[config.mk]
export PLATFORM = sky130hd
export DESIGN_NAME = lree_cmd_queue
export DESIGN_NICKNAME = d
export VERILOG_FILES = /design/src/lree_pkg.sv /design/src/lree_cmd_queue.sv
export SDC_FILE = /design/constraint.sdc
export NUM_CORES = 1
export LEC_CHECK = 0
export BUFFER_PORTS_ARGS = -buffer_cell sky130_fd_sc_hd__buf_4
export CAP_MARGIN = 20
export CORE_ASPECT_RATIO = 0.75
export CORE_UTILIZATION = 61
export DETAILED_ROUTE_END_ITERATION = 8
export PLACE_DENSITY = 0.84
export SYNTH_ARGS = -nofsm -noshare
export SYNTH_HDL_FRONTEND = slang
export SYNTH_SLANG_ARGS = --single-unit
[constraint.sdc]
create_clock -name clk -period 3.9 [get_ports clk]
set_input_delay 0.195 -clock clk [delete_from_list [all_inputs] [get_ports clk]]
set_output_delay 0.195 -clock clk [all_outputs]
set_load 0.005 [all_outputs]
[src/lree_pkg.sv]
// Package with shared types, character codes and saturation helpers for the evaluator.
`default_nettype none
package lree_pkg;

    typedef enum logic [1:0] {
        OP_ADD = 2'd0,
        OP_SUB = 2'd1,
        OP_MUL = 2'd2,
        OP_DIV = 2'd3
    } op_t;

    typedef enum logic [1:0] {
        ST_OK   = 2'd0,
        ST_DIV0 = 2'd1,
        ST_OVF  = 2'd2
    } status_t;

    typedef enum logic [2:0] {
        BK_IDLE,
        BK_EXEC,
        BK_MUL,
        BK_MACC,
        BK_MSAT,
        BK_DIV,
        BK_DSAT,
        BK_END
    } back_state_t;

    typedef struct packed {
        op_t         op;
        logic [63:0] number;
        logic        num_ovf;
        logic        last;
    } cmd_t;

    localparam logic [7:0] CH_ZERO  = 8'h30;
    localparam logic [7:0] CH_NINE  = 8'h39;
    localparam logic [7:0] CH_PLUS  = 8'h2B;
    localparam logic [7:0] CH_MINUS = 8'h2D;
    localparam logic [7:0] CH_STAR  = 8'h2A;
    localparam logic [7:0] CH_SLASH = 8'h2F;

    localparam logic [63:0] MAX_POS = 64'h7FFF_FFFF_FFFF_FFFF;
    localparam logic [63:0] MIN_NEG = 64'h8000_0000_0000_0000;

    function automatic logic [63:0] magnitude(input logic [63:0] v);
        magnitude = v[63] ? (64'd0 - v) : v;
    endfunction

    // Returns {overflow, value}.
    function automatic logic [64:0] sat_mag(input logic [127:0] mag, input logic neg);
        logic big;
        big = (mag[127:64] != 64'd0);
        if (neg) begin
            if (big || (mag[63:0] > MIN_NEG)) begin
                sat_mag = {1'b1, MIN_NEG};
            end
            else begin
                sat_mag = {1'b0, 64'd0 - mag[63:0]};
            end
        end
        else begin
            if (big || (mag[63:0] > MAX_POS)) begin
                sat_mag = {1'b1, MAX_POS};
            end
            else begin
                sat_mag = {1'b0, mag[63:0]};
            end
        end
    endfunction

endpackage
`default_nettype wire

[src/lree_cmd_queue.sv]
// Command queue between the front end and the arithmetic back end.
`default_nettype none
module lree_cmd_queue #(
    parameter int DEPTH = 4
) (
    input  wire logic           clk,
    input  wire logic           rst_n,
    input  wire logic           wr_en,
    input  wire lree_pkg::cmd_t wr_data,
    input  wire logic           rd_en,
    output lree_pkg::cmd_t      rd_data,
    output logic                q_full,
    output logic                q_empty
);

    localparam int AW = (DEPTH > 1) ? $clog2(DEPTH) : 1;

    lree_pkg::cmd_t mem [DEPTH];
    logic [AW-1:0]  wr_ptr_reg, wr_ptr_next;
    logic [AW-1:0]  rd_ptr_reg, rd_ptr_next;
    logic [AW:0]    count_reg, count_next;

    assign q_full  = (count_reg == (AW+1)'(DEPTH));
    assign q_empty = (count_reg == '0);
    assign rd_data = mem[rd_ptr_reg];

    always_comb begin
        wr_ptr_next = wr_ptr_reg;
        rd_ptr_next = rd_ptr_reg;
        count_next  = count_reg;
        if (wr_en) begin
            wr_ptr_next = (wr_ptr_reg == AW'(DEPTH - 1)) ? '0 : wr_ptr_reg + 1'b1;
        end
        if (rd_en) begin
            rd_ptr_next = (rd_ptr_reg == AW'(DEPTH - 1)) ? '0 : rd_ptr_reg + 1'b1;
        end
        if (wr_en && !rd_en) begin
            count_next = count_reg + 1'b1;
        end
        else if (rd_en && !wr_en) begin
            count_next = count_reg - 1'b1;
        end
    end

    always_ff @(posedge clk or negedge rst_n) begin
        if (!rst_n) begin
            wr_ptr_reg <= '0;
            rd_ptr_reg <= '0;
            count_reg  <= '0;
        end
        else begin
            wr_ptr_reg <= wr_ptr_next;
            rd_ptr_reg <= rd_ptr_next;
            count_reg  <= count_next;
        end
    end

    always_ff @(posedge clk) begin
        if (wr_en) begin
            mem[wr_ptr_reg] <= wr_data;
        end
    end

    overflow_chk: assert property (@(posedge clk) disable iff (!rst_n)
        q_full |-> !wr_en || rd_en)
        else $error("command written into a full queue");

    underflow_chk: assert property (@(posedge clk) disable iff (!rst_n)
        rd_en |-> !q_empty)
        else $error("command taken from an empty queue");

endmodule
`default_nettype wire

==> results.txt <==
status = finished, violations left
failing checks = design-rule violations
most common cell after layout, fill and taps aside = edfxtp_1
clk_lat worst skew = 0.52 ns
most frequent cells in the layout = 272 x edfxtp_1, 141 x buf_4, 71 x dlygate4sd3_1
Leak = 4.52 nW
drt first pass iters = 7
HPWL after DPL = 10.2 mm
part of the power in registers = 47.3%
FP Rows = 40
core area = 16,300 um2
period utilization = 72.1%
CTS tree = built
met1 GRT Util = 31.5%
Global Route Usage Sum = 23.0%
CP peak stage delay = 0.98 ns
Post-synth EDFFs = 272
number of port buffers = 141
layer with the highest usage = met2
vias in the first global route = 5,250
FF+latch count, synth = 279
RSZ-0062 raised after global routing = no
Synth warnings = 0
synthesized instance count = 393
Req. time, crit path = 3.70 ns
crit start category = flip-flop
CTS clk-pin slew, worst paths = 0.06 ns
post-synth cell types = 19
total number of vias = 4,828
post-route DRC violation count = 19
initial antenna violation count = 0
clock sinks = 279
post-synthesis net count = 472
sequential share of the synthesized area = 81.0%
crit path DAT = 2.62 ns
max-cap viol count = 0
Area contributors post-synth = edfxtp_1 79%, mux4_2 15%, dfrtp_1 1.7%
cell taking the most area after synthesis = edfxtp_1
cts bufs inserted = 26
Diodes inserted = 0
CTS Hold Bufs = 71
critical path fanouts, max = 43
top_reg_cell synth = edfxtp_1
DR vias/cell = 5.69
clock tree buffer depth = 3
Fmax achieved = 356 MHz
clock share of power = 27.0%
worst slew pin tran = 1.06 ns
largest net degree at the start of global routing = 71
die footprint = 17,400 um2
# IOs = 142
Combinational Power Share = 25.8%
Post-CTS Setup Bufs = 0
Resized cells post-CTS = 0
Post-synth ARST share = 2.51%
fillers = 763
setup TNS = 0 ns
antenna violation net count after detailed routing = 0
CP cell instances = buf_12, mux4_2, buf_4
switching power = 0.00237 W
gr ovfl total = 0
layout cells sized above 1 = 40.4%
CP endpoint kind = output port
global routing usage on met3 = 5.26%
switching share of power = 26.2%
max reg flops = 272
WL final = 19.4 mm
H-tree depth = 1
GRT met2 Usage = 39.6%
Max stage delay cell, worst path = dfrtp_4
Final Critical Period = 2.81 ns
Initial DRC Count = 325
Synth top area share = 79.3%
Die Span Y = 115 um
clock root buffer = clkbuf_16
endpoints failing setup = 0
setup ws final = 1.09 ns
peak supply drop = 476 uV
Synth Area per Inst = 26.2 um2
Worst Hold Class = input port to async pin
cell area after synthesis = 10,300 um2
Starting Density = 63.4%
fin nets = 697
Die Wd = 152 um
WL/cell = 22.9 um
slew margin rel. = 29.3%
Hold Violations, Final = 0
Worst Clk Skew = 0.0113 ns
max-slew violations = 0
WS Path Type = flip-flop to output port
GPL Wtd Cong = 0.709
Area Overhead vs Synth = 26.3%
PD cells = 696 nW/um2
first-pass GRT wire length = 29.4 mm
worst slack, placed = 1.55 ns
Power Internal = 0.00668 W
## Yosys cell counts (all sizes together), types with 2 or more instances
cell type	count
edfxtp	272
mux4	68
buf	16
dfrtp	7
ha	6
and2	4
inv	4
mux2	3
nor2	3
nand2	2
o21ai	2
xor2	2
## metrics by stage
| step | total power, W | hold WS, ns | instance area, um2 | utilization [%] | instances |
|---|---|---|---|---|---|
| finish | 0.00906 | 0.0346 | 13000 | 80.0 | 848 |
| global route | 0.00942 | 0.0304 | 13000 | 80.0 | 848 |
| CTS | 0.00915 | 0.0208 | 13000 | 80.0 | 848 |
| detailed placement | 0.00663 | 0.0154 | 11500 | 70.5 | 729 |
| global placement | 0.00654 | 0.0114 | 11500 | 70.5 | 729 |
| floorplan | 0.00562 | -0.101 | 10300 | - | 393 |
## critical path, delay by kind of cell (launching register included)
family / cells / cell delay [ns]
flip-flops: 1 / 0.98
multiplexers: 1 / 0.58
buffers and inverters: 2 / 0.50
## path summary, 6_finish.rpt
path | start | end | slack (ns) | depth (start not counted)
worst max-delay path | rd_ptr_reg[0] | rd_data[37] | 1.09 | 3
worst min-delay path | rst_n | count_reg[0] | 0.03 | 2
worst max register to register | rd_ptr_reg[0] | rd_ptr_reg[1] | 1.89 | 3
worst min register to register | count_reg[2] | count_reg[2] | 0.50 | 1
max in group asynchronous | rst_n | rd_ptr_reg[0] | 3.72 | 2
min in group clk | wr_data[58] | mem[0][58] | 0.41 | 2
## logic make-up (layout without fill, tap and decap cells)
kind of cell | Yosys count | after routing | synth area share (%)
flops | 279 | 279 | 81.0
compound gates | 2 | 2 | 0.0971
simple gates | 11 | 11 | 0.546
xor+xnor | 3 | 3 | 0.255
fa+ha+maj | 7 | 7 | 0.923
buf+inv | 20 | 265 | 2.03
mux | 71 | 71 | 15.2
## power groups by stage
stage               clock network [W]  logic (W)  registers, W
finish                        0.00244    0.00233       0.00428
global placement                    0    0.00223       0.00431
CTS                           0.00248    0.00237       0.00430
floorplan                           0    0.00161       0.00401
global route                  0.00258    0.00249       0.00435
detailed placement                  0    0.00228       0.00436
## final cells by class
class	instances	area (um2)	share of cell area (%)
flip-flops and latches	279	8350	64.1
well taps	210	263	2.02
clock buffers	34	743	5.71
repair buffers	213	1790	13.7
multi-input cells	94	1760	13.5
clock inverters	14	96.3	0.740
inverters	4	15.0	0.115
## routing by layer
layer	part of all wire, %	vias up
li1	-	2132
met1	41	2466
met2	50	206
met3	7.5	24
met4	1.2	0
met5	0	-
Note: power is estimated with default switching activity, not from simulation.
