**src/lree_pkg.sv**
```systemverilog
// Package with shared types, character codes and saturation helpers for the evaluator.
`default_nettype none
package lree_pkg;

    typedef enum logic [1:0] {
        OP_ADD = 2'd0,
        OP_SUB = 2'd1,
        OP_MUL = 2'd2,
        OP_DIV = 2'd3
    } op_t;

    typedef enum logic [1:0] {
        ST_OK   = 2'd0,
        ST_DIV0 = 2'd1,
        ST_OVF  = 2'd2
    } status_t;

    typedef enum logic [2:0] {
        BK_IDLE,
        BK_EXEC,
        BK_MUL,
        BK_MACC,
        BK_MSAT,
        BK_DIV,
        BK_DSAT,
        BK_END
    } back_state_t;

    typedef struct packed {
        op_t         op;
        logic [63:0] number;
        logic        num_ovf;
        logic        last;
    } cmd_t;

    localparam logic [7:0] CH_ZERO  = 8'h30;
    localparam logic [7:0] CH_NINE  = 8'h39;
    localparam logic [7:0] CH_PLUS  = 8'h2B;
    localparam logic [7:0] CH_MINUS = 8'h2D;
    localparam logic [7:0] CH_STAR  = 8'h2A;
    localparam logic [7:0] CH_SLASH = 8'h2F;

    localparam logic [63:0] MAX_POS = 64'h7FFF_FFFF_FFFF_FFFF;
    localparam logic [63:0] MIN_NEG = 64'h8000_0000_0000_0000;

    function automatic logic [63:0] magnitude(input logic [63:0] v);
        magnitude = v[63] ? (64'd0 - v) : v;
    endfunction

    // Returns {overflow, value}.
    function automatic logic [64:0] sat_mag(input logic [127:0] mag, input logic neg);
        logic big;
        big = (mag[127:64] != 64'd0);
        if (neg) begin
            if (big || (mag[63:0] > MIN_NEG)) begin
                sat_mag = {1'b1, MIN_NEG};
            end
            else begin
                sat_mag = {1'b0, 64'd0 - mag[63:0]};
            end
        end
        else begin
            if (big || (mag[63:0] > MAX_POS)) begin
                sat_mag = {1'b1, MAX_POS};
            end
            else begin
                sat_mag = {1'b0, mag[63:0]};
            end
        end
    endfunction

endpackage
`default_nettype wire

```
**src/lree_back.sv**
```systemverilog
// Back end: fixed point add, subtract, multiply and divide with saturation, and result register.
`default_nettype none
module lree_back #(
    parameter int FRACTION_BITS = 16
) (
    input  wire logic           clk,
    input  wire logic           rst_n,
    input  wire lree_pkg::cmd_t head,
    input  wire logic           q_empty,
    output logic                q_pop,
    output logic [63:0]         result_value,
    output logic [1:0]          status,
    output logic                empty,
    input  wire logic           pop
);

    localparam int QW = 64 + FRACTION_BITS;
    localparam int CW = $clog2(QW);

    lree_pkg::back_state_t state_reg, state_next;
    logic [63:0]  acc_reg, acc_next;
    logic         div0_reg, div0_next;
    logic         ovf_reg, ovf_next;
    logic [63:0]  mag_a_reg, mag_a_next;
    logic [63:0]  mag_b_reg, mag_b_next;
    logic         neg_reg, neg_next;
    logic [CW-1:0] cnt_reg, cnt_next;
    logic [63:0]  prod_reg, prod_next;
    logic [127:0] wide_reg, wide_next;
    logic [QW-1:0] dq_reg, dq_next;
    logic [63:0]  rem_reg, rem_next;
    logic         out_valid_reg, out_valid_next;
    logic [63:0]  out_value_reg, out_value_next;
    lree_pkg::status_t out_status_reg, out_status_next;

    logic         emit;
    logic [64:0]  exact;
    logic [64:0]  sat;
    logic [31:0]  mul_a;
    logic [31:0]  mul_b;
    logic [127:0] part;
    logic [63:0]  shifted;
    logic         ge;

    assign mul_a   = cnt_reg[1] ? mag_a_reg[63:32] : mag_a_reg[31:0];
    assign mul_b   = cnt_reg[0] ? mag_b_reg[63:32] : mag_b_reg[31:0];
    assign shifted = {rem_reg[62:0], dq_reg[QW-1]};
    assign ge      = (shifted >= mag_b_reg);

    always_comb
    begin
        case (cnt_reg[1:0])
            2'd0:    part = 128'(prod_reg);
            2'd3:    part = 128'(prod_reg) << 64;
            default: part = 128'(prod_reg) << 32;
        endcase
    end

    always_comb
    begin
        state_next      = state_reg;
        acc_next        = acc_reg;
        div0_next       = div0_reg;
        ovf_next        = ovf_reg;
        mag_a_next      = mag_a_reg;
        mag_b_next      = mag_b_reg;
        neg_next        = neg_reg;
        cnt_next        = cnt_reg;
        prod_next       = prod_reg;
        wide_next       = wide_reg;
        dq_next         = dq_reg;
        rem_next        = rem_reg;
        out_value_next  = out_value_reg;
        out_status_next = out_status_reg;
        q_pop           = 1'b0;
        emit            = 1'b0;
        exact           = '0;
        sat             = '0;

        case (state_reg)
            lree_pkg::BK_IDLE:
            begin
                if (!q_empty)
                begin
                    state_next = lree_pkg::BK_EXEC;
                end
            end
            lree_pkg::BK_EXEC:
            begin
                ovf_next   = ovf_reg | head.num_ovf;
                mag_a_next = lree_pkg::magnitude(acc_reg);
                mag_b_next = lree_pkg::magnitude(head.number);
                neg_next   = acc_reg[63] ^ head.number[63];
                cnt_next   = '0;
                case (head.op)
                    lree_pkg::OP_ADD, lree_pkg::OP_SUB:
                    begin
                        if (head.op == lree_pkg::OP_SUB)
                        begin
                            exact = {acc_reg[63], acc_reg} - {head.number[63], head.number};
                        end
                        else
                        begin
                            exact = {acc_reg[63], acc_reg} + {head.number[63], head.number};
                        end
                        if (exact[64] != exact[63])
                        begin
                            ovf_next = 1'b1;
                            acc_next = exact[64] ? lree_pkg::MIN_NEG : lree_pkg::MAX_POS;
                        end
                        else
                        begin
                            acc_next = exact[63:0];
                        end
                        state_next = lree_pkg::BK_END;
                    end
                    lree_pkg::OP_MUL:
                    begin
                        wide_next  = '0;
                        state_next = lree_pkg::BK_MUL;
                    end
                    default:
                    begin
                        if (head.number == 64'd0)
                        begin
                            div0_next  = 1'b1;
                            state_next = lree_pkg::BK_END;
                        end
                        else
                        begin
                            dq_next    = QW'(lree_pkg::magnitude(acc_reg)) << FRACTION_BITS;
                            rem_next   = '0;
                            state_next = lree_pkg::BK_DIV;
                        end
                    end
                endcase
            end
            lree_pkg::BK_MUL:
            begin
                prod_next  = 64'(mul_a) * 64'(mul_b);
                state_next = lree_pkg::BK_MACC;
            end
            lree_pkg::BK_MACC:
            begin
                wide_next = wide_reg + part;
                cnt_next  = cnt_reg + 1'b1;
                if (cnt_reg[1:0] == 2'd3)
                begin
                    state_next = lree_pkg::BK_MSAT;
                end
                else
                begin
                    state_next = lree_pkg::BK_MUL;
                end
            end
            lree_pkg::BK_MSAT:
            begin
                sat        = lree_pkg::sat_mag(wide_reg >> FRACTION_BITS, neg_reg);
                acc_next   = sat[63:0];
                ovf_next   = ovf_reg | sat[64];
                state_next = lree_pkg::BK_END;
            end
            lree_pkg::BK_DIV:
            begin
                rem_next = ge ? (shifted - mag_b_reg) : shifted;
                dq_next  = {dq_reg[QW-2:0], ge};
                cnt_next = cnt_reg + 1'b1;
                if (cnt_reg == CW'(QW - 1))
                begin
                    state_next = lree_pkg::BK_DSAT;
                end
            end
            lree_pkg::BK_DSAT:
            begin
                sat        = lree_pkg::sat_mag(128'(dq_reg), neg_reg);
                acc_next   = sat[63:0];
                ovf_next   = ovf_reg | sat[64];
                state_next = lree_pkg::BK_END;
            end
            lree_pkg::BK_END:
            begin
                if (!head.last)
                begin
                    q_pop      = 1'b1;
                    state_next = lree_pkg::BK_IDLE;
                end
                else if (!out_valid_reg || pop)
                begin
                    q_pop          = 1'b1;
                    emit           = 1'b1;
                    out_value_next = div0_reg ? 64'd0 : acc_reg;
                    if (div0_reg)
                    begin
                        out_status_next = lree_pkg::ST_DIV0;
                    end
                    else if (ovf_reg)
                    begin
                        out_status_next = lree_pkg::ST_OVF;
                    end
                    else
                    begin
                        out_status_next = lree_pkg::ST_OK;
                    end
                    acc_next   = '0;
                    div0_next  = 1'b0;
                    ovf_next   = 1'b0;
                    state_next = lree_pkg::BK_IDLE;
                end
            end
            default:
            begin
                state_next = lree_pkg::BK_IDLE;
            end
        endcase
    end

    always_comb
    begin
        out_valid_next = out_valid_reg;
        if (emit)
        begin
            out_valid_next = 1'b1;
        end
        else if (pop)
        begin
            out_valid_next = 1'b0;
        end
    end

    always_ff @(posedge clk or negedge rst_n)
    begin
        if (!rst_n)
        begin
            state_reg     <= lree_pkg::BK_IDLE;
            acc_reg       <= '0;
            div0_reg      <= 1'b0;
            ovf_reg       <= 1'b0;
            out_valid_reg <= 1'b0;
        end
        else
        begin
            state_reg     <= state_next;
            acc_reg       <= acc_next;
            div0_reg      <= div0_next;
            ovf_reg       <= ovf_next;
            out_valid_reg <= out_valid_next;
        end
    end

    always_ff @(posedge clk)
    begin
        mag_a_reg      <= mag_a_next;
        mag_b_reg      <= mag_b_next;
        neg_reg        <= neg_next;
        cnt_reg        <= cnt_next;
        prod_reg       <= prod_next;
        wide_reg       <= wide_next;
        dq_reg         <= dq_next;
        rem_reg        <= rem_next;
        out_value_reg  <= out_value_next;
        out_status_reg <= out_status_next;
    end

    assign result_value = out_value_reg;
    assign status       = out_status_reg;
    assign empty        = !out_valid_reg;

    emit_last_chk: assert property (@(posedge clk) disable iff (!rst_n)
        emit |-> head.last && !q_empty)
        else $error("result emitted for a command that does not end the expression");

    emit_clear_chk: assert property (@(posedge clk) disable iff (!rst_n)
        emit |=> (acc_reg == 64'd0) && !div0_reg && !ovf_reg)
        else $error("evaluation state not cleared after a result");

    div_nonzero_chk: assert property (@(posedge clk) disable iff (!rst_n)
        (state_reg == lree_pkg::BK_DIV) |-> (mag_b_reg != 64'd0))
        else $error("divider running with a zero divisor");

    no_overwrite_chk: assert property (@(posedge clk) disable iff (!rst_n)
        emit |-> !out_valid_reg || pop)
        else $error("waiting result overwritten");

endmodule
`default_nettype wire

```
**config.mk**
```make
export PLATFORM = sky130hd
export DESIGN_NAME = lree_back
export DESIGN_NICKNAME = d
export VERILOG_FILES = /design/src/lree_pkg.sv /design/src/lree_back.sv
export SDC_FILE = /design/constraint.sdc
export NUM_CORES = 2
export LEC_CHECK = 0
export BUFFER_PORTS_ARGS = -buffer_cell sky130_fd_sc_hd__buf_2
export CORE_UTILIZATION = 60
export DETAILED_ROUTE_END_ITERATION = 10
export PLACE_DENSITY = 0.87
export RECOVER_POWER = 100
export SLEW_MARGIN = 15
export SYNTH_ARGS = -nofsm -noshare
export SYNTH_HDL_FRONTEND = slang
export SYNTH_SLANG_ARGS = --single-unit
export TNS_END_PERCENT = 100
```
**constraint.sdc**
```tcl
create_clock -name clk -period 10.05 [get_ports clk]
set_clock_uncertainty 0.1 [all_clocks]
set_input_delay 0 -clock clk [delete_from_list [all_inputs] [get_ports clk]]
set_output_delay 0 -clock clk [all_outputs]
set_load 0.05 [all_outputs]
```
==> reports/qor.yml <==
yosysWarnings: 0
layout_commonest_cell: "nor2_1"
synthArstFlopShare_pct: 11.53
io_buffers: 139
final_cells: 11310
rrSetupSlack_ns: 0.21
synthCells: 9426
maxCapViolations: 14
dpl_cell_area_sq_mm: 0.08369
required_ns: 10.43
crit_arrival_ns: 10.22
root_buffer: "clkbuf_16"
synthToLayoutAreaGrowth_pct: 8.362
finalCritPeriodShare_pct: 97.93
post-place-ws_ns: 0.2714
timing.final.ws_setup_ns: 0.2082
power_leakage_nw: 38.30
setup_viol: 0
antenna_found_initial: 26
grt_pass1_wl_um: 476000
grt.total_usage_pct: 47.72
p_clk_share_pct: 44.8
ys_ff_latch: 607
synth.net_count: 10920
fin_crit_ns: 9.842
ys_seq_area_share_pct: 22.20
hp-start: "head[65]"
grt_overflow: 0
drt_pass1_iterations: 8
status: "complete, but fails checks"
netlist_top_cells_area: "fa_1 22%, edfxtp_1 20%, ha_1 8.1%"
synth_edf_count: 537
drc: 0
via_per_inst: 6.644
clk_latency_ns: 0.73
die_width_um: 368.3
max_stage_delay_ns: 0.56
clk_path_buf_depth: 3
place_congestion: 1.086
worstHoldPathCells: 4
numCtsBuffers: 76
vdd_drop_max_mv: 0.1486
cp_max_fo: 50
slowest_stage: "fa_1"
synth_area_per_cell_sq_um: 8.542
p_per_area_mw_per_mm2: 75.81
drt_iter0_markers: 10860
crit_family: "adder cells"
n_fill_cell: 11060
final_cell_mix: "1231 x nor2_1, 1118 x nand2_1, 1092 x inv_1"
io_pins: 140
dp_hpwl_um: 256800
start_util_pct: 60.40
drt-wirelength-per-cell_um: 28.93
htree_levels: 3
num_vias: 75150
largest_reg_flops: 128
ant_nets: 0
clk_pin_slew_worst_paths_ns: 0.07
tightest_slew_ns: 4.701
dieHeight_um: 368.3
fmax_ghz: 0.1016
wl_um: 327200
min_to: "mag_b_reg[20]$_DFFE_PP_"
worstReg2RegEnd: "prod_reg[59]$_DFFE_PP_"
synthFlopType: "edfxtp_1"
postCtsSetupBuffers: 0
swShare_pct: 29.05
crit_path_start_kind: "flop"
synth_top_area_share_pct: 22.35
seqPwrFrac_pct: 42.2
combPwrFrac_pct: 13.0
grt_max_degree: 92
p_int_mw: 4.693
core_sq_mm: 0.1333
synth.distinct_cells: 85
crit-reg2reg-launch: "cnt_reg[0]$_SDFFCE_PN0P_"
cts_sinks: 607
finalPower_mw: 6.614
row_count: 134
drive_above_1_share_pct: 5.679
crit_path_end_kind: "flop"
slew_headroom_pct: -216.7
dieArea_sq_mm: 0.1357
nets: 10970
violations: "capacitance limit, slew limit"
netlist.top_cell.by_area: "fa_1"
crit_type: "reg2reg"
finalInstanceArea_sq_mm: 0.08724
path_buf_inv: 11
rsz0062_at_grt: "true"
cts_tree: "built"
first_global_vias: 72980
placed_cells: 11050
synth_area_sq_mm: 0.08051
reg2reg_depth: 33
switching_power_mw: 1.921
timing_hold_violations_final: 0
min_path_type: "in2reg"
slew_viol_final: 764
-- logic make-up (layout without fill, tap and decap cells) --
family	after synthesis	in the layout	synth area share, %
AO/OA/AOI/OAI	1877	1877	14.68
XOR/XNOR	510	510	5.571
adder cells (fa/ha/maj)	1423	1423	30.50
buffers and inverters	1584	1685	7.416
flip-flops	607	607	22.20
multiplexers	92	92	1.206
other	0	15	0
AND/OR/NAND/NOR	3333	3333	18.43
-- through the flow --
step            TNS, ns  hold slack [ns]  util, %
2_1_floorplan         0          -0.3956        -
3_3_place_gp          0           0.1122    62.79
3_5_place_dp          0           0.1214    62.79
4_1_cts               0          0.09966    65.56
5_1_grt        -0.01545           0.1615    65.43
6_report              0           0.1348    65.45
-- metal layers --
metal / global-route usage (%) / part of all wire, %
met3: 15.99 / 14
met1: 62.38 / 37
met5: 0 / 0.025
met4: 32.92 / 8.7
met2: 66.53 / 40
-- cells in the mapped netlist (60+ instances only) --
library cell     n
xor2_1         177
nand2_1       1118
nor3_1         143
ha_1           524
o21ai_0        395
and2_1         107
nor4_1          76
o31ai_1         62
o22ai_1         61
nand3_1        124
nor2b_1        101
o21bai_1        84
edfxtp_1       537
fa_1           899
a21oi_1        565
clkbuf_1       451
nor2_1        1232
dfrtp_1         70
a21o_1         179
o21a_1          66
inv_1         1093
a31oi_1         71
xnor2_1        332
and3_1          60
or3_1           77
nand4_1        109
-- worst min-delay path, cell delays in order --
cell and delay (ns):
buf_2 0.14, buf_4 0.35, nand2_1 0.17, xnor2_1 0.11
-- worst max-delay path by stage --
| stage | from | endpoint | slack [ns] | depth (start not counted) |
|---|---|---|---|---|
| floorplan | cnt_reg[1]$_SDFFCE_PN0P_ | prod_reg[63]$_DFFE_PP_ | 0.60 | 32 |
| CTS | cnt_reg[0]$_SDFFCE_PN0P_ | prod_reg[59]$_DFFE_PP_ | 0.20 | 29 |
| detailed placement | cnt_reg[0]$_SDFFCE_PN0P_ | prod_reg[59]$_DFFE_PP_ | 0.27 | 29 |
| global placement | cnt_reg[0]$_SDFFCE_PN0P_ | prod_reg[63]$_DFFE_PP_ | 0.38 | 28 |
| global route | cnt_reg[0]$_SDFFCE_PN0P_ | prod_reg[62]$_DFFE_PP_ | -0.01 | 31 |
| finish | cnt_reg[0]$_SDFFCE_PN0P_ | prod_reg[59]$_DFFE_PP_ | 0.21 | 33 |
-- what timing repair did --
item,4_1_cts,5_1_grt
hold buffers,109,0
resized for setup,0,7
setup endpoints to repair,0,7
hold endpoints to repair,149,0
-- final cells by class --
cell class / count / area, sq um / area share, %
flip-flops and latches: 607 / 17880 / 20.49
well taps: 1768 / 2212 / 2.536
repair buffers: 457 / 3470 / 3.977
clock inverters: 43 / 586.8 / 0.6726
multi-input cells: 7235 / 56950 / 65.28
clock buffers: 89 / 1992 / 2.283
diodes: 15 / 37.54 / 0.04302
inverters: 1096 / 4115 / 4.717
-- power by group through the flow --
stage | Sequential, mW | Combinational, mW | Clock, mW
2_1_floorplan | 2.81 | 0.497 | 0
3_3_place_gp | 2.84 | 0.777 | 0
3_5_place_dp | 2.84 | 0.776 | 0
4_1_cts | 2.78 | 0.822 | 2.95
5_1_grt | 2.79 | 0.896 | 3.03
6_report | 2.79 | 0.860 | 2.97
No activity file was read; power rests on OpenSTA's default activity.
