## src/lree_pkg.sv

```systemverilog
// Package with shared types, character codes and saturation helpers for the evaluator.
`default_nettype none
package lree_pkg;

    typedef enum logic [1:0] {
        OP_ADD = 2'd0,
        OP_SUB = 2'd1,
        OP_MUL = 2'd2,
        OP_DIV = 2'd3
    } op_t;

    typedef enum logic [1:0] {
        ST_OK   = 2'd0,
        ST_DIV0 = 2'd1,
        ST_OVF  = 2'd2
    } status_t;

    typedef enum logic [2:0] {
        BK_IDLE,
        BK_EXEC,
        BK_MUL,
        BK_MACC,
        BK_MSAT,
        BK_DIV,
        BK_DSAT,
        BK_END
    } back_state_t;

    typedef struct packed {
        op_t         op;
        logic [63:0] number;
        logic        num_ovf;
        logic        last;
    } cmd_t;

    localparam logic [7:0] CH_ZERO  = 8'h30;
    localparam logic [7:0] CH_NINE  = 8'h39;
    localparam logic [7:0] CH_PLUS  = 8'h2B;
    localparam logic [7:0] CH_MINUS = 8'h2D;
    localparam logic [7:0] CH_STAR  = 8'h2A;
    localparam logic [7:0] CH_SLASH = 8'h2F;

    localparam logic [63:0] MAX_POS = 64'h7FFF_FFFF_FFFF_FFFF;
    localparam logic [63:0] MIN_NEG = 64'h8000_0000_0000_0000;

    function automatic logic [63:0] magnitude(input logic [63:0] v);
        magnitude = v[63] ? (64'd0 - v) : v;
    endfunction

    // Returns {overflow, value}.
    function automatic logic [64:0] sat_mag(input logic [127:0] mag, input logic neg);
        logic big;
        big = (mag[127:64] != 64'd0);
        if (neg) begin
            if (big || (mag[63:0] > MIN_NEG)) begin
                sat_mag = {1'b1, MIN_NEG};
            end
            else begin
                sat_mag = {1'b0, 64'd0 - mag[63:0]};
            end
        end
        else begin
            if (big || (mag[63:0] > MAX_POS)) begin
                sat_mag = {1'b1, MAX_POS};
            end
            else begin
                sat_mag = {1'b0, mag[63:0]};
            end
        end
    endfunction

endpackage
`default_nettype wire

```

## src/lree_front.sv

```systemverilog
// Front end: accepts characters, builds numbers and issues operation commands.
`default_nettype none
module lree_front #(
    parameter int FRACTION_BITS = 16
) (
    input  wire logic          clk,
    input  wire logic          rst_n,
    input  wire logic [7:0]    char_code,
    input  wire logic          last_char,
    input  wire logic          push,
    output logic               full,
    input  wire logic          q_full,
    output logic               q_push,
    output lree_pkg::cmd_t     q_wdata
);

    logic [63:0]     num_reg, num_next;
    logic            novf_reg, novf_next;
    lree_pkg::op_t   pend_reg, pend_next;
    logic            tail_reg, tail_next;
    lree_pkg::op_t   tail_op_reg, tail_op_next;

    logic            accept;
    logic            is_digit;
    logic            is_op;
    lree_pkg::op_t   char_op;
    logic [3:0]      digit_val;
    logic [63:0]     add_val;
    logic [67:0]     digit_sum;
    logic            dovf;
    logic [63:0]     dig_number;

    always_ff @(posedge clk or negedge rst_n) begin
        if (!rst_n) begin
            num_reg     <= '0;
            novf_reg    <= 1'b0;
            pend_reg    <= lree_pkg::OP_ADD;
            tail_reg    <= 1'b0;
            tail_op_reg <= lree_pkg::OP_ADD;
        end
        else begin
            num_reg     <= num_next;
            novf_reg    <= novf_next;
            pend_reg    <= pend_next;
            tail_reg    <= tail_next;
            tail_op_reg <= tail_op_next;
        end
    end

    always_comb begin
        is_op   = 1'b1;
        char_op = lree_pkg::OP_ADD;
        case (char_code)
            lree_pkg::CH_PLUS:  char_op = lree_pkg::OP_ADD;
            lree_pkg::CH_MINUS: char_op = lree_pkg::OP_SUB;
            lree_pkg::CH_STAR:  char_op = lree_pkg::OP_MUL;
            lree_pkg::CH_SLASH: char_op = lree_pkg::OP_DIV;
            default:            is_op   = 1'b0;
        endcase
    end

    assign is_digit   = (char_code >= lree_pkg::CH_ZERO) && (char_code <= lree_pkg::CH_NINE);
    assign digit_val  = 4'(char_code - lree_pkg::CH_ZERO);
    assign add_val    = 64'(digit_val) << FRACTION_BITS;
    assign digit_sum  = (68'(num_reg) << 3) + (68'(num_reg) << 1) + 68'(add_val);
    assign dovf       = (digit_sum[67:63] != 5'd0);
    assign dig_number = dovf ? lree_pkg::MAX_POS : digit_sum[63:0];

    assign full   = q_full || tail_reg;
    assign accept = push && !full;

    always_comb begin
        num_next     = num_reg;
        novf_next    = novf_reg;
        pend_next    = pend_reg;
        tail_next    = tail_reg;
        tail_op_next = tail_op_reg;
        q_push       = 1'b0;
        q_wdata      = '{op: pend_reg, number: num_reg, num_ovf: novf_reg, last: 1'b1};

        if (tail_reg) begin
            if (!q_full) begin
                q_push    = 1'b1;
                q_wdata   = '{op: tail_op_reg, number: 64'd0, num_ovf: 1'b0, last: 1'b1};
                tail_next = 1'b0;
                pend_next = lree_pkg::OP_ADD;
            end
        end
        else if (accept) begin
            if (is_digit) begin
                if (last_char) begin
                    q_push    = 1'b1;
                    q_wdata   = '{op: pend_reg, number: dig_number,
                                  num_ovf: novf_reg | dovf, last: 1'b1};
                    num_next  = '0;
                    novf_next = 1'b0;
                    pend_next = lree_pkg::OP_ADD;
                end
                else begin
                    num_next  = dig_number;
                    novf_next = novf_reg | dovf;
                end
            end
            else if (is_op) begin
                q_push    = 1'b1;
                q_wdata   = '{op: pend_reg, number: num_reg, num_ovf: novf_reg, last: 1'b0};
                num_next  = '0;
                novf_next = 1'b0;
                if (last_char) begin
                    tail_next    = 1'b1;
                    tail_op_next = char_op;
                end
                else begin
                    pend_next = char_op;
                end
            end
            else if (last_char) begin
                q_push    = 1'b1;
                num_next  = '0;
                novf_next = 1'b0;
                pend_next = lree_pkg::OP_ADD;
            end
        end
    end

endmodule
`default_nettype wire

```

## config.mk

```make
export PLATFORM = sky130hd
export DESIGN_NAME = lree_front
export DESIGN_NICKNAME = d
export VERILOG_FILES = /design/src/lree_pkg.sv /design/src/lree_front.sv
export SDC_FILE = /design/constraint.sdc
export NUM_CORES = 1
export LEC_CHECK = 0
export ABC_AREA = 1
export BUFFER_PORTS_ARGS = -buffer_cell sky130_fd_sc_hd__buf_2
export CAP_MARGIN = 15
export CELL_PAD_IN_SITES_DETAIL_PLACEMENT = 0
export CELL_PAD_IN_SITES_GLOBAL_PLACEMENT = 1
export CORE_ASPECT_RATIO = 1.4
export CORE_MARGIN = 3
export CORE_UTILIZATION = 39
export DETAILED_ROUTE_END_ITERATION = 6
export GPL_TIMING_DRIVEN = 0
export HOLD_SLACK_MARGIN = 0.1
export PLACE_DENSITY_LB_ADDON = 0.1
export SYNTH_ARGS = -nofsm -noshare
export SYNTH_HDL_FRONTEND = slang
export SYNTH_SLANG_ARGS = --single-unit
```

## constraint.sdc

```tcl
create_clock -name clk -period 7.8 [get_ports clk]
set_input_delay 0.78 -clock clk [delete_from_list [all_inputs] [get_ports clk]]
set_output_delay 0.78 -clock clk [all_outputs]
set_load 0.02 [all_outputs]
```

==> run_results.csv, run 1 <==
group,metric,value,unit
layout,mostFrequentLayoutCell,"nand2_1",
clock_network,numCtsBuffers,9,
die,start_util,39.7,%
layout,antenna_cells,0,
job,cap_violations,0,
die,fp.dieH,208,um
die,coreArea,0.0286,sq mm
critical_path,endpoint_kind,"output pin",
global_route,grt_max_degree,37,
clock_network,htreeDepth,3,
sta,fmax,193,MHz
sta,rsz0062_at_grt,"no",
layout,num-fill-cells,3282,
global_route,overflow,0,
drt,firstDrtPassIters,5,
drt,drc,0,
sta,worst_pin_slew,1.06,ns
synth,ys_ff_latch,70,
sta,relSlewSlack,29.7,%
run_status,outcome,"finished clean",
placement,place_congestion,0.954,
clock_network,root_buffer,"clkbuf_16",
layout,largest_register_ff_count,64,
sta,fin_crit,5.18,ns
pwr,p_sw_share,33.3,%
synth,synth-simple-area-share,41.7,%
pwr,leakagePower,7.63,nW
synth,syn-num-nets,2144,
synth,synth.cell_area,0.0114,sq mm
critical_path,cp.arrival,4.40,ns
global_route,antenna_found_initial,0,
clock_network,clock_path_buffers,2,
synth,ys_seq_area_share,15.4,%
clock_network,cts_setup_buffers,0,
critical_path,reg2regPathDepth,20,
critical_path,r2r_slack,3.95,ns
global_route,grt_pass1_wl,68300,um
layout,drive_above_1_share,9.21,%
global_route,grt_util_all_layers,28.2,%
pwr,combPwrFrac,15.8,%
layout,nNetsFinal,2239,
synth,ys.flop_type,"dfrtp_1",
layout,areaGrowthSynthToFinish,10.6,%
synth,syn_avg_cell_area,5.66,sq um
drt,drt_iter0_markers,700,
pwr,power_density,76.2,mW/mm^2
critical_path,required,7.02,ns
clock_network,insertion_delay,0.37,ns
synth,yosys_warnings,0,
drt,wl,43700,um
global_route,grt_pass1_vias,12200,
placement,port_buffers,82,
synth,yosys.cell_types.count,43,
placement,dpl.hpwl,37000,um
die,die_area,0.0312,sq mm
synth,synth-compound-area-share,10.7,%
pwr,power.total,0.000958,W
sta,drv_slew,0,
synth,synth_xor_area_share,2.70,%
clock_network,tritoncts,"done",
pwr,netSwitchingPower,0.000319,W
placement,placedCellCount,2465,
clock_network,ctsResizeCount,0,
sta,report.final.setup_viol,0,
critical_path,critPathLaunchType,"input port",
critical_path,r2r-start,"num_reg[15]",
die,io_pins,83,
pwr,p_int,0.000638,W
sta,min_period_over_period,66.4,%
drt,dr_total_vias,12600,
synth,synth_mux_area_share,0.0991,%
pwr,seqPwrFrac,39.2,%
synth,async_flop_share,100,%
drt,wl_per_cell,17.6,um
hold_path,hold_class,"in2async",
layout,mostFrequentLayoutCells,"757 x nand2_1, 325 x inv_1, 133 x nor2_1, 120 x ha_1, 119 x a21oi_1",
synth,synth_top_family_by_area,"simple AND/OR/NAND/NOR gates",
sta,final-hold-violation-count,0,
sta,skew,0.00754,ns
sta,worst_slack,2.62,ns
clock_network,clkTransAtPathRegs,0.07,ns
clock_network,ctsHoldBuffers,0,
layout,layout.cells.non_filler,2481,
die,die_w,150,um
clock_network,cts_sinks,70,
drt,drtAntennaViolNets,0,
die,fp-row-count,73,
synth,synth_edf_count,0,
pwr,vdd_drop_max,0.0000908,V
pwr,pwr-share-clk,45.0,%
placement,place_worst_setup_slack,2.66,ns
synth,synth_fa_ha_area_share,14.1,%
drt,vias_per_cell,5.07,
critical_path,rr_endpoint,"num_reg[1]",
critical_path,crit_fanout,10,
sta,fin_tns_setup,0,ns
synth,netlist_instances,2006,
critical_path,crit_type,"in2out",
[per-stage QoR]
| step | hold slack [ns] | area (sq um) | utilization, % |
|---|---|---|---|
| 3_3_place_gp | 0.481 | 12200 | 42.8 |
| 6_report | 0.379 | 12600 | 43.9 |
| 2_1_floorplan | 0.453 | 11400 | - |
| 4_1_cts | 0.387 | 12600 | 43.9 |
| 3_5_place_dp | 0.492 | 12300 | 43.0 |
| 5_1_grt | 0.413 | 12600 | 43.9 |
[cells by family (layout without fill, tap and decap cells)]
kind of cell	after synthesis	after routing
DFF	70	70
AOI/OAI and AO/OA	226	226
adders and majority gates	125	125
muxes	1	1
xor gates and xnor gates	35	35
and+or+nand+nor	1126	1126
buffers and inverters	423	523
[worst max-delay path: stages]
cell and delay, ns:
buf_2 0.10, inv_1 0.08, fa_1 0.54, inv_1 0.04, ha_1 0.35, nand2_1 0.13, inv_2 0.08, nand2_1 0.08
nor3_1 0.14, nand2_1 0.11, nand2_1 0.22, nand2_1 0.10, nand2_1 0.25, nand2_1 0.14, nand3_1 0.09, nand2_1 0.07
nor2_2 0.17, buf_2 0.33, nand2_2 0.20, o21ai_1 0.16, nand2_1 0.07, buf_2 0.16
[power groups by stage]
stage / logic, W / registers (W) / clock network [W]
floorplan: 0.000100 / 0.000380 / 0
global placement: 0.000149 / 0.000383 / 0
global route: 0.000170 / 0.000376 / 0.000452
finish: 0.000151 / 0.000376 / 0.000431
detailed placement: 0.000152 / 0.000383 / 0
CTS: 0.000153 / 0.000376 / 0.000439
[final cells by class]
| class | instances | area (sq um) | share of cell area (%) |
|---|---|---|---|
| Buffer | 64 | 394 | 3.14 |
| Clock buffer | 9 | 225 | 1.79 |
| Clock inverter | 7 | 56.3 | 0.448 |
| Inverter | 359 | 1350 | 10.7 |
| Multi-Input combinational cell | 1513 | 7870 | 62.7 |
| Sequential cell | 70 | 1750 | 13.9 |
| Tap cell | 375 | 469 | 3.74 |
| Timing Repair Buffer | 84 | 444 | 3.54 |
[metal layers]
layer	GRT usage [%]	part of all wire, %	vias to the layer above	wire (um)
met3	2.75	3.0	56	1330
met2	50.5	51	243	22400
met5	0	0	-	0
met1	34.1	42	5779	18200
li1	-	-	6508	-
met4	11.4	4.1	0	1780
[how the worst max path moves through the flow]
| stage | start | endpoint | slack (ns) | depth (start not counted) |
|---|---|---|---|---|
| 6_report | char_code[0] | q_wdata[3] | 2.62 | 22 |
| 5_1_grt | char_code[0] | q_wdata[3] | 2.41 | 22 |
| 4_1_cts | char_code[0] | q_wdata[3] | 2.66 | 22 |
| 3_5_place_dp | char_code[0] | q_wdata[3] | 2.66 | 22 |
| 3_3_place_gp | char_code[0] | q_wdata[3] | 2.66 | 22 |
| 2_1_floorplan | char_code[0] | q_wdata[16] | 3.77 | 22 |
[cells in the mapped netlist, drive strengths merged (3+ instances only)]
cell type,number,area share (%)
a21o,3,0.20
a21oi,120,5.3
and2,3,0.17
buf,29,2.3
clkbuf,35,1.2
dfrtp,70,15
fa,5,0.88
ha,120,13
inv,358,12
nand2,765,25
nand3,111,5.5
nand3b,4,0.26
nand4,75,4.1
nor2,138,4.8
nor3,20,0.93
nor4,5,0.28
o21ai,79,3.6
o21bai,15,0.99
o22ai,3,0.17
or2,3,0.17
xnor2,10,0.77
xor2,25,1.9
(Power assumes the default switching activity.)
==> run 2: changes to the inputs <==
Clock period 7.8 ns to 4.2 ns, I/O delays scaled along.
==> run 2 against run 1 <==
  * Sequential power up 86%
  * Wire length up 4.2%
  * Design area up 9.1%
  * Clock skew up 0.0028 ns
  * Utilization up 4.0 points
  * Global-route usage up 0.64 points
  * Largest power group unchanged
  * Final cell count up 1.4%
  * Die area unchanged
  * Critical path type is now reg2out
  * Via count up 2.9%
  * Count of clock-buffer cells in the layout unchanged
==> run_results.csv, run 2 (synthesis results as in run 1) <==
group,metric,value,unit
clock_network,htreeDepth,3,
critical_path,critPathMaxStageDelay,0.44,ns
critical_path,crit_type,"reg2out",
critical_path,critPathMostFrequentCell,"nand2_1",
hold_path,hold_class,"in2reg",
clock_network,root_buffer,"clkbuf_16",
sta,fin_crit,4.13,ns
layout,areaGrowthSynthToFinish,20.6,%
placement,placedCellCount,2465,
clock_network,clkTransAtPathRegs,0.07,ns
global_route,overflow,0,
clock_network,insertion_delay,0.38,ns
critical_path,slowest_stage,"dfrtp_1",
clock_network,clock_path_buffers,2,
drt,drtAntennaViolNets,0,
drt,firstDrtPassIters,5,
layout,largest_register_ff_count,64,
critical_path,cp_top_family,"simple AND/OR/NAND/NOR gates",
clock_network,cts_sinks,70,
placement,port_buffers,82,
placement,dpl.hpwl,37000,um
global_route,grt_max_degree,37,
drt,wl_per_cell,18.1,um
layout,layout.cells.non_filler,2516,
layout,nNetsFinal,2274,
critical_path,critPathLaunchType,"flip-flop",
sta,fin_tns_setup,0,ns
job,cap_violations,0,
critical_path,crit_fanout,10,
pwr,pwr-share-clk,43.4,%
critical_path,path_cells,"ha_1, ha_2, nand2_1, nor2_2, nand2_2, inv_2, nand2_1, nor3_1, nand2_2, nand3_1, nand2_2, nor2_4, buf_12, buf_16, buf_8, nand4_1, nand2_1, nand2_1, buf_2",
layout,antenna_cells,0,
drt,drc,0,
placement,place_congestion,0.954,
sta,fmax,242,MHz
sta,rsz0062_at_grt,"yes",
layout,drive_above_1_share,15.7,%
die,die_area,0.0312,sq mm
clock_network,numCtsBuffers,9,
die,start_util,39.7,%
die,coreArea,0.0286,sq mm
layout,num-fill-cells,3180,
layout,mostFrequentLayoutCell,"nand2_1",
pwr,power_density,134,mW/mm^2
sta,min_period_over_period,98.4,%
pwr,seqPwrFrac,37.9,%
die,fp.dieH,208,um
drt,wl,45600,um
sta,drv_slew,0,
critical_path,critPathBufInv,5,
critical_path,required,3.78,ns
global_route,grt_pass1_vias,12400,
global_route,grt_util_all_layers,28.8,%
global_route,antenna_found_initial,0,
drt,vias_per_cell,5.15,
global_route,grt_pass1_wl,69600,um
layout,utilization,47.9,%
pwr,combPwrFrac,18.7,%
layout,design_area,0.0137,sq mm
sta,final-hold-violation-count,0,
pwr,netSwitchingPower,0.000615,W
critical_path,cp.arrival,3.71,ns
die,fp-row-count,73,
drt,drt_iter0_markers,833,
pwr,p_sw_share,33.4,%
layout,mostFrequentLayoutCells,"713 x nand2_1, 323 x inv_1, 117 x nor2_1, 104 x ha_1, 101 x a21oi_1",
sta,skew,0.0104,ns
critical_path,endpoint_kind,"output pin",
sta,worst_pin_slew,1.03,ns
sta,relSlewSlack,31.5,%
die,io_pins,83,
pwr,p_int,0.00123,W
pwr,leakagePower,8.00,nW
run_status,outcome,"finished clean",
drt,dr_total_vias,13000,
die,die_w,150,um
sta,report.final.setup_viol,0,
pwr,vdd_drop_max,0.000172,V
placement,dpl_cell_area,0.0123,sq mm
clock_network,tritoncts,"done",
==> run 2: cell types whose count changed in the layout (fill, tap and decap cells not counted), moves of 18 or more <==
cell / before / now
a21oi_1: 119 / 101
buf_2: 87 / 64
buf_4: 10 / 28
buf_6: 13 / 33
nand2_1: 757 / 713
nand2_2: 8 / 43
==> run 2: cell type report <==
class / count / area [sq um] / share of cell area, %
clock buffer: 9 / 225 / 1.64
clock inverter: 7 / 56.3 / 0.411
multi-input combinational: 1513 / 8340 / 60.9
timing repair buffer: 120 / 1010 / 7.36
inverter: 359 / 1350 / 9.84
sequential: 70 / 1760 / 12.8
tap: 375 / 469 / 3.42
buffer: 63 / 497 / 3.63
==> run 2: power groups by stage <==
stage | Clock [W] | Combinational, W | Sequential [W]
final | 0.000799 | 0.000344 | 0.000698
after detailed placement | 0 | 0.000282 | 0.000711
after global routing | 0.000840 | 0.000378 | 0.000699
after CTS | 0.000814 | 0.000308 | 0.000698
after floorplan | 0 | 0.000186 | 0.000706
after global placement | 0 | 0.000277 | 0.000711
==> run 2: final timing paths <==
| check | from | end | slack, ns | cells past startpoint |
|---|---|---|---|---|
| setup reg to reg | num_reg[51] | num_reg[24] | 0.70 | 19 |
| hold reg to reg | tail_op_reg[0] | tail_op_reg[0] | 0.50 | 2 |
| max in group asynchronous | rst_n | num_reg[34] | 3.01 | 3 |
| min in group asynchronous | rst_n | pend_reg[1] | 0.56 | 2 |
| setup / recovery | num_reg[51] | q_wdata[23] | 0.07 | 19 |
| hold / removal | q_full | tail_reg | 0.33 | 3 |
==> run 2: through the flow <==
| stage | hold WS, ns | total power [W] | setup slack (ns) |
|---|---|---|---|
| after global routing | 0.362 | 0.00192 | -0.106 |
| after global placement | 0.481 | 0.000988 | -0.223 |
| after CTS | 0.308 | 0.00182 | 0.000472 |
| final | 0.330 | 0.00184 | 0.0688 |
| after detailed placement | 0.436 | 0.000993 | -0.215 |
| after floorplan | 0.124 | 0.000892 | 0.887 |
==> run 2: tightest hold or removal path: stages <==
cell and delay [ns]:
buf_2 0.10, nand2_1 0.08, nand2_1 0.07
==> run 2: per-layer routing <==
metal  wire, um  global-route usage (%)
met4       1930                    11.7
met1      18800                    35.0
met5          0                       0
met2      23400                    51.6
met3       1520                    2.75
==> run 2: repair_timing <==
action                                 in CTS  in global routing
resized for setup                          45                154
setup buffers                              14                 15
hold buffers                                1                  0
setup endpoints to repair                  64                 64
endpoints found under the hold margin      35                  0
pin swaps                                   6                 78
gates cloned                                2                  4
==> run 3: changes to the inputs <==
Settings changed: REMOVE_ABC_BUFFERS from default to 1.
==> run 3 against run 2 <==
  * Sequential cell count did not move
  * Non-clock buffer count fell by 33
  * Critical endpoint is now q_wdata[64]
  * Clock power rose by 12%
  * Via count rose by 0.22%
  * Critical path depth did not move
  * Combinational power fell by 1%
  * Clock skew fell by 0.0022 ns
  * Design area rose by 1.8%
  * Hold slack improved by 0.017 ns
==> run_results.csv, run 3 (synthesis results as in run 1) <==
group,metric,value,unit
run_status,outcome,"finished clean",
critical_path,path_cells,"ha_1, ha_2, inv_1, fa_2, nor2_4, nor2_4, o21ai_4, nand2_2, nand2_4, nand2_1, nand2_2, nand2_4, nand3_2, nand2_4, nor2_4, nand4_1, nand2_1, nand2_1, buf_2",
layout,mostFrequentLayoutCells,"703 x nand2_1, 323 x inv_1, 104 x nor2_1, 96 x nand3_1, 92 x a21oi_1",
critical_path,endpoint_kind,"output pin",
drt,firstDrtPassIters,5,
sta,relSlewSlack,50.4,%
drt,drc,0,
pwr,p_sw_share,30.0,%
clock_network,cts_sinks,70,
die,start_util,39.7,%
pwr,seqPwrFrac,36.1,%
die,die_w,150,um
job,cap_violations,0,
pwr,leakagePower,7.99,nW
pwr,combPwrFrac,17.6,%
drt,wl,45500,um
global_route,grt_pass1_wl,69200,um
layout,nNetsFinal,2243,
critical_path,cp.arrival,3.63,ns
layout,multi_input_area,0.00866,sq mm
pwr,p_int,0.00135,W
global_route,met1_usage,31.7,%
placement,place_congestion,0.942,
clock_network,root_buffer,"clkbuf_16",
clock_network,clkTransAtPathRegs,0.06,ns
die,io_pins,83,
drt,dr_total_vias,13000,
drt,drtAntennaViolNets,0,
critical_path,crit_type,"reg2out",
sta,fin_crit,4.05,ns
layout,areaGrowthSynthToFinish,22.8,%
layout,mostFrequentLayoutCell,"nand2_1",
drt,vias_per_cell,5.22,
sta,drv_slew,0,
drt,drt_iter0_markers,694,
critical_path,required,3.78,ns
critical_path,reg2regPathDepth,21,
global_route,grt_util_all_layers,28.4,%
layout,num-fill-cells,3158,
critical_path,crit_fanout,17,
layout,drive_above_1_share,19.4,%
clock_network,clock_path_buffers,2,
placement,place_worst_setup_slack,-0.610,ns
pwr,power_density,139,mW/mm^2
global_route,busiest_layer,"met2",
global_route,overflow,0,
die,coreArea,0.0286,sq mm
clock_network,insertion_delay,0.37,ns
critical_path,critPathLaunchType,"flip-flop",
hold_path,min_path_cells,3,
pwr,pwr-share-clk,46.3,%
sta,skew,0.00815,ns
sta,min_period_over_period,96.3,%
clock_network,numCtsBuffers,9,
layout,regArea,0.00177,sq mm
hold_path,hold_class,"in2reg",
die,die_area,0.0312,sq mm
sta,fin_tns_setup,0,ns
pwr,netSwitchingPower,0.000580,W
drt,wl_per_cell,18.3,um
critical_path,slowest_stage,"nor2_4",
global_route,grt.met2_usage,53.2,%
critical_path,critPathMaxStageDelay,0.48,ns
sta,fmax,247,MHz
global_route,grt_pass1_vias,12800,
sta,worst_slack,0.154,ns
placement,port_buffers,82,
pwr,vdd_drop_max,0.000191,V
sta,final-hold-violation-count,0,
global_route,grt_max_degree,46,
placement,dpl.hpwl,34300,um
global_route,grt_use_met3,3.09,%
clock_network,tritoncts,"done",
layout,antenna_cells,0,
die,fp.dieH,208,um
clock_network,htreeDepth,3,
layout,largest_register_ff_count,64,
sta,worst_pin_slew,0.745,ns
sta,report.final.setup_viol,0,
global_route,antenna_found_initial,0,
die,fp-row-count,73,
[run 3: cell count changes in the layout (fill, tap and decap cells not counted), sizes merged]
cell and change:
bufinv +2, bufbuf +1, nor2 +2, clkinvlp -4
clkbuf -29, buf -2, inv -3, clkinv +2
[run 3: layout make-up]
class                      instances  share of cell area, %
clock buffer                      12                   1.77
inverter                         359                   9.66
timing repair buffer             150                   9.99
multi-input combinational       1515                   62.0
sequential                        70                   12.7
clock inverter                     4                  0.502
tap                              375                   3.36
[run 3: worst paths after layout]
kind,startpoint,end,slack (ns)
setup / recovery,num_reg[3],q_wdata[64],0.15
hold / removal,q_full,tail_reg,0.35
setup reg to reg,num_reg[3],num_reg[14],0.67
hold reg to reg,tail_op_reg[0],tail_op_reg[0],0.50
max in group asynchronous,rst_n,tail_reg,3.01
min in group asynchronous,rst_n,num_reg[42],0.53
[run 3: layer usage]
layer  share of wire, %  wire, um
met4                4.1      1880
met3                3.1      1430
met1                 40     18000
met5                  0         0
met2                 53     24100
[run 3: stage by stage]
step           power [W]  hold slack, ns  instance area (sq um)  util [%]  std cells
6_report         0.00193           0.348                  14000      48.8       2485
5_1_grt          0.00202           0.347                  14000      48.8       2485
4_1_cts          0.00192           0.333                  13100      45.7       2456
3_5_place_dp    0.000985           0.381                  12200      42.7       2417
3_3_place_gp    0.000971           0.470                  11800      41.4       2399
2_1_floorplan   0.000881           0.124                  11000         -       1942
[run 3: what timing repair did]
item / 4_1_cts / 5_1_grt
cloned: 6 / 7
buffers inserted: 16 / 23
resized for setup: 54 / 162
hold endpoints to repair: 25 / 0
endpoints found under the setup margin: 70 / 64
pin swaps: 7 / 43
hold buffers: 1 / 0
[run 3: worst max-delay path: cells and delay by family, from the launching register on]
family,cells,cell delay [ns]
fa+ha+maj,3,0.87
buf+inv,2,0.22
simple gates,13,1.59
compound gates,1,0.16
flops,1,0.40
[run 3: power by group through the flow]
stage                     combinational [W]  clock, W  sequential [W]
after global placement             0.000259         0        0.000712
after floorplan                    0.000175         0        0.000706
after detailed placement           0.000273         0        0.000712
after global routing               0.000373  0.000944        0.000700
after CTS                          0.000310  0.000914        0.000699
final                              0.000340  0.000896        0.000699
